[config.mk]
export PLATFORM = sky130hd
export DESIGN_NAME = udp_ip_header_builder
export DESIGN_NICKNAME = d
export VERILOG_FILES = /design/src/hw/rtl/uhb_pkg.sv /design/src/hw/rtl/udp_ip_header_builder.sv /design/src/hw/rtl/uhb_accum.sv /design/src/hw/rtl/uhb_hdr_gen.sv
export SDC_FILE = /design/constraint.sdc
export NUM_CORES = 2
export LEC_CHECK = 0
export ABC_CLOCK_PERIOD_IN_PS = 30800
export BUFFER_PORTS_ARGS = -buffer_cell sky130_fd_sc_hd__buf_2
export CAP_MARGIN = 0
export CORE_ASPECT_RATIO = 1.75
export CORE_MARGIN = 10
export CORE_UTILIZATION = 60
export CTS_CLUSTER_DIAMETER = 80
export DETAILED_ROUTE_END_ITERATION = 16
export HOLD_SLACK_MARGIN = 0.1
export PLACE_DENSITY = 0.89
export REMOVE_ABC_BUFFERS = 1
export SLEW_MARGIN = 20
export SYNTH_ARGS = -nofsm -noshare
export SYNTH_HDL_FRONTEND = slang
export SYNTH_SLANG_ARGS = --single-unit
[constraint.sdc]
create_clock -name clock -period 30.8 [get_ports clock]
set_input_delay 1.54 -clock clock [delete_from_list [all_inputs] [get_ports clock]]
set_output_delay 1.54 -clock clock [all_outputs]
set_load 0.05 [all_outputs]
[src/hw/rtl/uhb_pkg.sv]
`timescale 1ns / 1ps
// Shared types and constants of the UDP/IP header builder.
// Used by every module of the block; depends on nothing else.
package uhb_pkg;

   localparam int CSR_INDEX_W = 3;
   localparam int HDR_WORDS   = 6;

   localparam logic [CSR_INDEX_W-1:0] REG_IP_VERSION  = 3'd0;
   localparam logic [CSR_INDEX_W-1:0] REG_SRC_ADDR_HI = 3'd1;
   localparam logic [CSR_INDEX_W-1:0] REG_SRC_ADDR_LO = 3'd2;
   localparam logic [CSR_INDEX_W-1:0] REG_DST_ADDR_HI = 3'd3;
   localparam logic [CSR_INDEX_W-1:0] REG_DST_ADDR_LO = 3'd4;
   localparam logic [CSR_INDEX_W-1:0] REG_SRC_PORT    = 3'd5;
   localparam logic [CSR_INDEX_W-1:0] REG_DST_PORT    = 3'd6;

   localparam logic [1:0] ST_OK         = 2'd0;
   localparam logic [1:0] ST_TOO_LONG   = 2'd1;
   localparam logic [1:0] ST_BAD_FAMILY = 2'd2;

   localparam logic [3:0]  IP_V4          = 4'd4;
   localparam logic [3:0]  IP_V6          = 4'd6;
   localparam logic [7:0]  V4_FIRST_BYTE  = 8'h45;
   localparam logic [7:0]  V6_FIRST_BYTE  = 8'h60;
   localparam logic [7:0]  TTL_VALUE      = 8'd64;
   localparam logic [7:0]  PROTO_UDP      = 8'd17;
   localparam logic [15:0] UDP_HDR_BYTES  = 16'd8;
   localparam logic [15:0] V4_HDR_BYTES   = 16'd20;
   localparam logic [15:0] MAX_PAYLOAD_V4 = 16'd65507;
   localparam logic [15:0] MAX_PAYLOAD_V6 = 16'd65487;
   localparam logic [15:0] ALL_ONES16     = 16'hffff;
   localparam logic [2:0]  V4_WORDS       = 3'd4;
   localparam logic [2:0]  V6_WORDS       = 3'd6;
   localparam logic [2:0]  ERR_WORDS      = 3'd1;

   typedef struct packed {
      logic [63:0] payload_word;
      logic [3:0]  byte_count;
      logic        last_item;
   } req_type;

   typedef struct packed {
      logic [63:0] header_word;
      logic        final_word;
      logic [1:0]  status;
   } rsp_type;

   typedef struct packed {
      logic [3:0]  ip_version;
      logic [63:0] src_addr_hi;
      logic [63:0] src_addr_lo;
      logic [63:0] dst_addr_hi;
      logic [63:0] dst_addr_lo;
      logic [15:0] src_port;
      logic [15:0] dst_port;
   } cfg_type;

   typedef struct packed {
      logic        valid;
      logic [15:0] run_sum;
      logic [15:0] bytes;
      logic        overflow;
   } pkt_sum_type;

   // End-around carry fold of a sum of up to 256 sixteen-bit lanes.
   function automatic logic [15:0] fold24(input logic [23:0] s);
      logic [16:0] t;
      logic [16:0] u;
      t = 17'(s[15:0]) + 17'(s[23:16]);
      u = 17'(t[15:0]) + 17'(t[16]);
      return u[15:0];
   endfunction

endpackage

[src/hw/rtl/udp_ip_header_builder.sv]
`timescale 1ns / 1ps
// UDP/IP header builder top level: configuration registers and the two stages.
// Depends on uhb_pkg, uhb_accum and uhb_hdr_gen.
//
// The block takes one payload item per clock cycle while req_stall is low.
// Each item is registered and then folded into a 16-bit one's-complement sum
// and a saturating byte count. A last item hands its packet summary to the
// header generator, which builds all header words combinationally into its
// shifter and then sends them one per cycle while rsp_stall is low: four items
// for IPv4, six for IPv6 and a single item for a packet that is too long or
// has a bad address family. A last payload item passes the input register and
// the packet summary register before the shifter loads its header items. The
// output shifter is the limiting unit: a last item is held, and the input
// stalls behind it, while the summary of the packet before it still waits for
// the header generator.
// Configuration must be written only while no packet is in progress.
module udp_ip_header_builder #(
   parameter int BYTES_PER_ITEM = 8
) (
   input  logic                                clock,
   input  logic                                reset,
   input  logic                                csr_we,
   input  logic [uhb_pkg::CSR_INDEX_W-1:0]     csr_index,
   input  logic [63:0]                         csr_wdata,
   input  logic                                req_valid,
   output logic                                req_stall,
   input  uhb_pkg::req_type                    req_data,
   output logic                                rsp_valid,
   input  logic                                rsp_stall,
   output uhb_pkg::rsp_type                    rsp_data
);
   import uhb_pkg::*;

   cfg_type     cfg_ff, cfg_in;
   pkt_sum_type pkt_sum;
   logic        pkt_sum_stall;

   always_comb begin
      cfg_in = cfg_ff;
      if (csr_we) begin
         case (csr_index)
            REG_IP_VERSION: begin
               cfg_in.ip_version = csr_wdata[3:0];
            end
            REG_SRC_ADDR_HI: begin
               cfg_in.src_addr_hi = csr_wdata;
            end
            REG_SRC_ADDR_LO: begin
               cfg_in.src_addr_lo = csr_wdata;
            end
            REG_DST_ADDR_HI: begin
               cfg_in.dst_addr_hi = csr_wdata;
            end
            REG_DST_ADDR_LO: begin
               cfg_in.dst_addr_lo = csr_wdata;
            end
            REG_SRC_PORT: begin
               cfg_in.src_port = csr_wdata[15:0];
            end
            REG_DST_PORT: begin
               cfg_in.dst_port = csr_wdata[15:0];
            end
            default: begin
               cfg_in = cfg_ff;
            end
         endcase
      end
   end

   always_ff @(posedge clock) begin
      if (reset) begin
         cfg_ff <= '{ip_version: IP_V4, src_addr_hi: '0, src_addr_lo: '0,
                     dst_addr_hi: '0, dst_addr_lo: '0, src_port: '0, dst_port: '0};
      end else begin
         cfg_ff <= cfg_in;
      end
   end

   uhb_accum #(
      .BYTES_PER_ITEM (BYTES_PER_ITEM)
   ) u_accum (
      .clock     (clock),
      .reset     (reset),
      .req_valid (req_valid),
      .req_stall (req_stall),
      .req_data  (req_data),
      .sum_out   (pkt_sum),
      .sum_stall (pkt_sum_stall)
   );

   uhb_hdr_gen u_hdr_gen (
      .clock     (clock),
      .reset     (reset),
      .cfg       (cfg_ff),
      .sum_in    (pkt_sum),
      .sum_stall (pkt_sum_stall),
      .rsp_valid (rsp_valid),
      .rsp_stall (rsp_stall),
      .rsp_data  (rsp_data)
   );

endmodule

[src/hw/rtl/uhb_accum.sv]
`timescale 1ns / 1ps
// Input register and payload accumulator: one's-complement sum and byte count.
// Depends on uhb_pkg; hands a packet summary to uhb_hdr_gen.
module uhb_accum #(
   parameter int BYTES_PER_ITEM = 8
) (
   input  logic                 clock,
   input  logic                 reset,
   input  logic                 req_valid,
   output logic                 req_stall,
   input  uhb_pkg::req_type     req_data,
   output uhb_pkg::pkt_sum_type sum_out,
   input  logic                 sum_stall
);
   import uhb_pkg::*;

   localparam int NW    = $clog2(BYTES_PER_ITEM + 1);
   localparam int XW    = (NW > 4) ? NW : 4;
   localparam int LANES = (BYTES_PER_ITEM + 2) / 2;
   localparam int SEQ   = 2 * LANES;
   localparam int EW    = (8 * BYTES_PER_ITEM > 64) ? 8 * BYTES_PER_ITEM : 64;

   logic          in_valid_ff, in_valid_in;
   req_type       in_data_ff;
   logic [15:0]   run_sum_ff, run_sum_in;
   logic [15:0]   bytes_ff, bytes_in;
   logic          ovf_ff, ovf_in;
   logic          out_valid_ff, out_valid_in;
   logic [15:0]   out_sum_ff;
   logic [15:0]   out_bytes_ff;
   logic          out_ovf_ff;

   logic          consume;
   logic [EW-1:0] ext;
   logic [XW-1:0] count_x;
   logic [XW-1:0] bpi_x;
   logic [XW-1:0] n_x;
   logic [NW-1:0] n;
   logic [7:0]    seq [SEQ];
   logic [7:0]    byte_v;
   logic [23:0]   lane_acc;
   logic [15:0]   word_sum;
   logic [15:0]   sum_new;
   logic [16:0]   cnt_ext;
   logic [15:0]   bytes_new;
   logic          ovf_new;

   assign consume   = in_valid_ff && (!in_data_ff.last_item || !out_valid_ff || !sum_stall);
   assign req_stall = in_valid_ff && !consume;

   always_comb begin
      ext     = EW'(in_data_ff.payload_word);
      count_x = XW'(in_data_ff.byte_count);
      bpi_x   = XW'(BYTES_PER_ITEM);
      if (in_data_ff.last_item) begin
         n_x = (count_x > bpi_x) ? bpi_x : count_x;
      end else begin
         n_x = bpi_x;
      end
      n = NW'(n_x);

      for (int k = 0; k < SEQ; k++) begin
         seq[k] = 8'h00;
      end
      byte_v = 8'h00;
      for (int i = 0; i < BYTES_PER_ITEM; i++) begin
         byte_v = (NW'(i) < n) ? ext[8 * (BYTES_PER_ITEM - 1 - i) +: 8] : 8'h00;
         if (bytes_ff[0]) begin
            seq[i + 1] = byte_v;
         end else begin
            seq[i] = byte_v;
         end
      end

      lane_acc = '0;
      for (int j = 0; j < LANES; j++) begin
         lane_acc = lane_acc + 24'({seq[2 * j], seq[2 * j + 1]});
      end
      word_sum = fold24(lane_acc);
      sum_new  = fold24(24'(run_sum_ff) + 24'(word_sum));

      cnt_ext   = {1'b0, bytes_ff} + 17'(n);
      bytes_new = cnt_ext[16] ? ALL_ONES16 : cnt_ext[15:0];
      ovf_new   = ovf_ff | cnt_ext[16];
   end

   always_comb begin
      in_valid_in  = (req_valid && !req_stall) || (in_valid_ff && !consume);
      out_valid_in = (consume && in_data_ff.last_item) || (out_valid_ff && sum_stall);
      run_sum_in   = run_sum_ff;
      bytes_in     = bytes_ff;
      ovf_in       = ovf_ff;
      if (consume) begin
         if (in_data_ff.last_item) begin
            run_sum_in = '0;
            bytes_in   = '0;
            ovf_in     = 1'b0;
         end else begin
            run_sum_in = sum_new;
            bytes_in   = bytes_new;
            ovf_in     = ovf_new;
         end
      end
   end

   always_ff @(posedge clock) begin
      if (reset) begin
         in_valid_ff  <= 1'b0;
         out_valid_ff <= 1'b0;
         run_sum_ff   <= '0;
         bytes_ff     <= '0;
         ovf_ff       <= 1'b0;
      end else begin
         in_valid_ff  <= in_valid_in;
         out_valid_ff <= out_valid_in;
         run_sum_ff   <= run_sum_in;
         bytes_ff     <= bytes_in;
         ovf_ff       <= ovf_in;
      end
   end

   always_ff @(posedge clock) begin
      if (req_valid && !req_stall) begin
         in_data_ff <= req_data;
      end
      if (consume && in_data_ff.last_item) begin
         out_sum_ff   <= sum_new;
         out_bytes_ff <= bytes_new;
         out_ovf_ff   <= ovf_new;
      end
   end

   assign sum_out = '{valid: out_valid_ff, run_sum: out_sum_ff,
                      bytes: out_bytes_ff, overflow: out_ovf_ff};

`ifndef SYNTHESIS
   a_count_saturated: assert property (@(posedge clock) disable iff (reset)
      ovf_ff |-> bytes_ff == ALL_ONES16)
      else $error("Overflow flag set without a saturated byte count.");

   a_packet_cleared: assert property (@(posedge clock) disable iff (reset)
      consume && in_data_ff.last_item |=> bytes_ff == '0 && !ovf_ff && run_sum_ff == '0)
      else $error("Packet state not cleared after the last item.");

   a_summary_held: assert property (@(posedge clock) disable iff (reset)
      out_valid_ff && sum_stall |=> out_valid_ff && $stable(out_sum_ff)
                                    && $stable(out_bytes_ff) && $stable(out_ovf_ff))
      else $error("Packet summary changed while it was stalled.");
`endif

endmodule

[src/hw/rtl/uhb_hdr_gen.sv]
`timescale 1ns / 1ps
// Header word generator: checksums, length checks and the output word shifter.
// Depends on uhb_pkg; fed by uhb_accum and the configuration registers.
module uhb_hdr_gen (
   input  logic                 clock,
   input  logic                 reset,
   input  uhb_pkg::cfg_type     cfg,
   input  uhb_pkg::pkt_sum_type sum_in,
   output logic                 sum_stall,
   output logic                 rsp_valid,
   input  logic                 rsp_stall,
   output uhb_pkg::rsp_type     rsp_data
);
   import uhb_pkg::*;

   logic [15:0] v4_base_ff, v4_base_in;
   logic [15:0] src6_ff, src6_in;
   logic [15:0] dst6_ff, dst6_in;
   logic [63:0] hdr_ff [HDR_WORDS];
   logic [63:0] hdr_in [HDR_WORDS];
   logic [2:0]  left_ff, left_in;
   logic [2:0]  load_words;
   logic [1:0]  status_ff, load_status;

   logic [23:0] acc_v4, acc_src, acc_dst;
   logic        take, load;
   logic        is_v4, is_v6, too_long;
   logic [16:0] udp_len17;
   logic [15:0] udp_len, pkt_len, cks4, cks6;

   // Address, port and constant parts of both checksums, refreshed from the registers.
   always_comb begin
      acc_v4 = 24'({V4_FIRST_BYTE, 8'h00}) + 24'({TTL_VALUE, PROTO_UDP})
             + 24'(cfg.src_addr_hi[63:48]) + 24'(cfg.src_addr_hi[47:32])
             + 24'(cfg.dst_addr_hi[63:48]) + 24'(cfg.dst_addr_hi[47:32]);
      acc_src = '0;
      acc_dst = 24'(PROTO_UDP) + 24'(cfg.src_port) + 24'(cfg.dst_port);
      for (int k = 0; k < 4; k++) begin
         acc_src = acc_src + 24'(cfg.src_addr_hi[16 * k +: 16])
                           + 24'(cfg.src_addr_lo[16 * k +: 16]);
         acc_dst = acc_dst + 24'(cfg.dst_addr_hi[16 * k +: 16])
                           + 24'(cfg.dst_addr_lo[16 * k +: 16]);
      end
      v4_base_in = fold24(acc_v4);
      src6_in    = fold24(acc_src);
      dst6_in    = fold24(acc_dst);
   end

   assign take      = rsp_valid && !rsp_stall;
   assign load      = sum_in.valid && (left_ff == 3'd0 || (left_ff == 3'd1 && take));
   assign sum_stall = sum_in.valid && !load;

   always_comb begin
      is_v4     = cfg.ip_version == IP_V4;
      is_v6     = cfg.ip_version == IP_V6;
      too_long  = sum_in.overflow ||
                  (sum_in.bytes > (is_v4 ? MAX_PAYLOAD_V4 : MAX_PAYLOAD_V6));
      udp_len17 = {1'b0, sum_in.bytes} + 17'(UDP_HDR_BYTES);
      udp_len   = udp_len17[15:0];
      pkt_len   = udp_len + V4_HDR_BYTES;
      cks4      = ~fold24(24'(v4_base_ff) + 24'(pkt_len));
      cks6      = ~fold24(24'(src6_ff) + 24'(dst6_ff) + 24'(udp_len) + 24'(udp_len)
                          + 24'(sum_in.run_sum));
      if (cks6 == 16'h0000) begin
         cks6 = ALL_ONES16;
      end

      for (int k = 0; k < HDR_WORDS; k++) begin
         hdr_in[k] = '0;
      end
      if (too_long) begin
         load_words  = ERR_WORDS;
         load_status = ST_TOO_LONG;
      end else if (!is_v4 && !is_v6) begin
         load_words  = ERR_WORDS;
         load_status = ST_BAD_FAMILY;
      end else if (is_v4) begin
         load_words  = V4_WORDS;
         load_status = ST_OK;
         hdr_in[0]   = {V4_FIRST_BYTE, 8'h00, pkt_len, 32'h0};
         hdr_in[1]   = {TTL_VALUE, PROTO_UDP, cks4, cfg.src_addr_hi[63:32]};
         hdr_in[2]   = {cfg.dst_addr_hi[63:32], cfg.src_port, cfg.dst_port};
         hdr_in[3]   = {udp_len, 16'h0000, 32'h0};
      end else begin
         load_words  = V6_WORDS;
         load_status = ST_OK;
         hdr_in[0]   = {V6_FIRST_BYTE, 24'h0, udp_len, PROTO_UDP, TTL_VALUE};
         hdr_in[1]   = cfg.src_addr_hi;
         hdr_in[2]   = cfg.src_addr_lo;
         hdr_in[3]   = cfg.dst_addr_hi;
         hdr_in[4]   = cfg.dst_addr_lo;
         hdr_in[5]   = {cfg.src_port, cfg.dst_port, udp_len, cks6};
      end
   end

   always_comb begin
      left_in = left_ff;
      if (load) begin
         left_in = load_words;
      end else if (take) begin
         left_in = left_ff - 3'd1;
      end
   end

   always_ff @(posedge clock) begin
      if (reset) begin
         left_ff <= '0;
      end else begin
         left_ff <= left_in;
      end
   end

   always_ff @(posedge clock) begin
      v4_base_ff <= v4_base_in;
      src6_ff    <= src6_in;
      dst6_ff    <= dst6_in;
      if (load) begin
         hdr_ff    <= hdr_in;
         status_ff <= load_status;
      end else if (take) begin
         for (int k = 0; k < HDR_WORDS - 1; k++) begin
            hdr_ff[k] <= hdr_ff[k + 1];
         end
         hdr_ff[HDR_WORDS - 1] <= '0;
      end
   end

   assign rsp_valid = left_ff != 3'd0;
   assign rsp_data  = '{header_word: hdr_ff[0], final_word: left_ff == 3'd1,
                        status: status_ff};

`ifndef SYNTHESIS
   a_left_range: assert property (@(posedge clock) disable iff (reset)
      left_ff <= 3'(HDR_WORDS))
      else $error("Header word count out of range.");

   a_error_single: assert property (@(posedge clock) disable iff (reset)
      rsp_valid && status_ff != ST_OK |-> left_ff == 3'd1)
      else $error("Error item is not a single final item.");

   a_drain: assert property (@(posedge clock) disable iff (reset)
      take && left_ff == 3'd1 && !sum_in.valid |=> !rsp_valid)
      else $error("Result still valid after the final header word was taken.");
`endif

endmodule
==> results.py <==
metrics = {
    "clocking": {
        "cts_sinks": 866,
        "cts_made_buffers": 80,
        "cts-resized-gates": 0,
        "cts_tree": "built",
        "cts-hold-fix-buffers": 0,
        "htree_num_levels": 3,
        "maximum_clock_insertion_buffer_count": 3,
        "clkLatencyLatePin_ns": 0.72,
        "worst_setup_hold_path_clk_slew_ns": 0.07,
        "root_buffer": "sky130_fd_sc_hd__clkbuf_16",
        "cts_setup_buffers": 0,
    },
    "setup_path": {
        "path_class": "reg -> reg",
        "cp.required_ns": 31.38,
        "timing.critical_path.mode_cell": "sky130_fd_sc_hd__a21oi_1",
        "worst-endpoint-arrival_ns": 18.01,
        "crit_path_slowest_cell": "sky130_fd_sc_hd__a2111oi_0",
        "end_kind": "register",
        "category_of_the_worst_setup_path_launch_point": "register",
        "cp_slowest_stage_delay_ns": 0.66,
        "maximum_fanout_along_the_worst_path": 16,
    },
    "finish": {
        "layout_utilization_pct": 65.7,
        "layout-drive-gt1-share_pct": 8.37,
        "nNetsFinal": 6150,
        "final.fill_count": 6413,
        "final_common_cell": "sky130_fd_sc_hd__nand2_1",
        "area_added_between_synthesis_and_finish_pct": 8.48,
        "layout_common_cells": "sky130_fd_sc_hd__nand2_1 (949), sky130_fd_sc_hd__edfxtp_1 (488), sky130_fd_sc_hd__a21oi_1 (473)",
        "stdcell_area_um2": 57300,
    },
    "global_routing": {
        "antenna_found_initial": 17,
        "first_pass_grt_wire_length_um": 252000,
        "first_global_vias": 44100,
        "global_route.usage.total_pct": 33.1,
        "grt_max_degree": 119,
        "globalRouteOverflowTotal": 0,
    },
    "synthesis": {
        "sequential_cell_area_fraction_in_the_yosys_report_pct": 42.1,
        "synth_edf_count": 488,
        "synth_top_family_by_area": "adder cells",
        "synth_adder_area_share_pct": 16.7,
        "yosys_warnings": 0,
        "synthXorXnorAreaFrac_pct": 5.45,
        "synth_simple_gate_area_share_pct": 14.3,
        "ys_ff_latch": 866,
        "yosys.cell_types.count": 92,
        "postSynth.asyncResetShare_pct": 0,
        "synthMuxAreaShare_pct": 1.92,
        "synthesis.instances": 5429,
        "synth_flop_cell": "sky130_fd_sc_hd__edfxtp_1",
        "synth_compound_gate_area_share_pct": 14.1,
        "avgSynthCellArea_um2": 9.73,
        "synth.cell_area_um2": 52800,
    },
    "floorplanning": {
        "start_util_pct": 60.6,
        "die_area_um2": 101000,
        "io_pins": 210,
        "std_cell_rows": 143,
        "chipWidth_um": 244,
        "chipHeight_um": 412,
        "core_region_area_um2": 87100,
    },
    "timing": {
        "worst_clock_skew_ns": 0.0366,
        "setup_viol_count_final": 0,
        "achievable-frequency_mhz": 57.4,
        "rsz_0062_raised_after_global_routing": "false",
        "hold_viol": 0,
        "slew_violations": 0,
        "setup_tns_ns": 0,
        "timing.final.crit_period_ns": 17.42,
        "post-route-period-util_pct": 56.6,
        "transition_at_the_pin_with_the_smallest_max_transition_slack_ns": 1.27,
        "max-slew-margin-rel_pct": 15.3,
    },
    "outcome": {
        "status": "finished, final reports clean",
    },
    "placement": {
        "place_hpwl_um": 119000,
        "place.gp.congestion": 1.02,
        "portBuffers": 209,
        "detailed_place.area_um2": 54500,
    },
    "power_and_ir_drop": {
        "combinationalPowerShare_pct": 47.4,
        "power.switching_fraction_pct": 41.8,
        "power.leakage_nw": 23.3,
        "clock_power_share_pct": 20.3,
        "power_density_nw_per_um2": 91.6,
        "cell_internal_pwr_w": 0.00305,
        "peakVddDrop_uv": 65.2,
        "power.total_w": 0.00525,
        "switching_power_w": 0.00219,
        "sequentialPowerShare_pct": 32.3,
    },
    "routing": {
        "drt-pass1-iter-count": 7,
        "vias_per_cell": 6.32,
        "drt-total-wl_um": 168000,
        "route.detailed.wl_per_inst_um": 25.0,
        "antenna_violating_nets_post_route": 0,
        "drc": 0,
        "detailroute.via_count": 42400,
        "starting_drt_drc_count": 4855,
    },
    "worst_hold_path": {
        "min-delay-path-class": "reg -> reg",
    },
    "run": {
        "max-cap-violations": 0,
    },
}
## final cells by class
type	instances	area [um^2]	share of cell area (%)
Timing Repair Buffer	255	1400	2.45
Tap cell	1160	1450	2.53
Multi-Input combinational cell	3859	27800	48.6
Clock buffer	102	2180	3.80
Antenna cell	9	22.5	0.0393
Sequential cell	866	22200	38.8
Clock inverter	47	613	1.07
Inverter	414	1550	2.71
## registers in the layout (all words and copies together), names as in the netlist, 16 cells and up
register              count
cfg_ff                  292
u_accum.bytes_ff         16
u_accum.ext              64
u_accum.out_bytes_ff     16
u_accum.out_sum_ff       16
u_accum.run_sum_ff       16
u_hdr_gen.dst6_ff        16
u_hdr_gen.hdr_ff        320
u_hdr_gen.rsp_data       64
u_hdr_gen.src6_ff        16
u_hdr_gen.v4_base_ff     16
## metal layers
layer	vias up	wire length, um	global-route usage [%]
met5	-	66	0
met4	10	19100	32.6
met3	954	16600	8.71
met2	2713	82100	56.6
met1	20100	49800	31.4
li1	18700	-	-
## final timing paths
path | slack, ns | cells after the start | startpoint | end
hold reg to reg | 0.46 | 2 | cfg_ff[191]$_SDFFE_PP0P_ | cfg_ff[191]$_SDFFE_PP0P_
setup reg to reg | 13.38 | 67 | u_accum.in_data_ff[0]$_DFFE_PP_ | u_accum.run_sum_ff[15]$_SDFFE_PP0P_
setup / recovery | 13.38 | 67 | u_accum.in_data_ff[0]$_DFFE_PP_ | u_accum.run_sum_ff[15]$_SDFFE_PP0P_
hold / removal | 0.46 | 2 | cfg_ff[191]$_SDFFE_PP0P_ | cfg_ff[191]$_SDFFE_PP0P_
## through the flow
step	setup slack, ns	hold slack, ns	instances
2_1_floorplan	16.81	0.430	5139
3_3_place_gp	13.79	0.441	6554
3_5_place_dp	13.35	0.449	6554
4_1_cts	13.25	0.458	6703
5_1_grt	11.77	0.487	6710
6_report	13.38	0.457	6712
## power by group through the flow
| stage | logic (W) | registers [W] | clock network (W) |
|---|---|---|---|
| 4_1_cts | 0.00246 | 0.00169 | 0.00106 |
| 3_3_place_gp | 0.00239 | 0.00170 | 0 |
| 6_report | 0.00249 | 0.00169 | 0.00107 |
| 2_1_floorplan | 0.00173 | 0.00184 | 0 |
| 5_1_grt | 0.00271 | 0.00171 | 0.00111 |
| 3_5_place_dp | 0.00244 | 0.00171 | 0 |
## critical path, delay by kind of cell (launching register included)
family / cells / cell delay (ns)
compound gates: 27 / 5.90
xor+xnor: 4 / 0.76
fa+ha+maj: 12 / 3.64
buf+inv: 2 / 0.50
flops: 1 / 0.53
simple gates: 22 / 5.91
## Yosys cell counts, types with 23 or more instances
cell,count,area (um^2)
sky130_fd_sc_hd__nand4_1,27,169
sky130_fd_sc_hd__ha_1,246,3080
sky130_fd_sc_hd__a21oi_1,473,2370
sky130_fd_sc_hd__a21o_1,66,495
sky130_fd_sc_hd__nor3_1,64,320
sky130_fd_sc_hd__nand2b_1,26,163
sky130_fd_sc_hd__a31oi_1,32,200
sky130_fd_sc_hd__nor2_1,275,1030
sky130_fd_sc_hd__clkbuf_1,215,807
sky130_fd_sc_hd__fa_1,287,5750
sky130_fd_sc_hd__nand2_1,953,3580
sky130_fd_sc_hd__nand3_1,79,395
sky130_fd_sc_hd__xor2_1,134,1170
sky130_fd_sc_hd__and2_1,56,350
sky130_fd_sc_hd__dfxtp_1,378,7570
sky130_fd_sc_hd__a211oi_1,23,173
sky130_fd_sc_hd__o21ai_0,246,1230
sky130_fd_sc_hd__a22o_1,108,946
sky130_fd_sc_hd__and3_1,58,363
sky130_fd_sc_hd__o21a_1,27,203
sky130_fd_sc_hd__buf_4,64,480
sky130_fd_sc_hd__o21bai_1,27,203
sky130_fd_sc_hd__edfxtp_1,488,14700
sky130_fd_sc_hd__a22oi_1,26,195
sky130_fd_sc_hd__mux2i_1,100,1000
sky130_fd_sc_hd__nor2b_1,38,238
sky130_fd_sc_hd__inv_1,413,1550
sky130_fd_sc_hd__xnor2_1,192,1680
## cells by family after synthesis
group	after synthesis
buf+inv	704
flops	866
fa+ha+maj	534
simple gates	1699
compound gates	1198
mux	101
xor+xnor	327
Power figures use the tool's default switching activity.
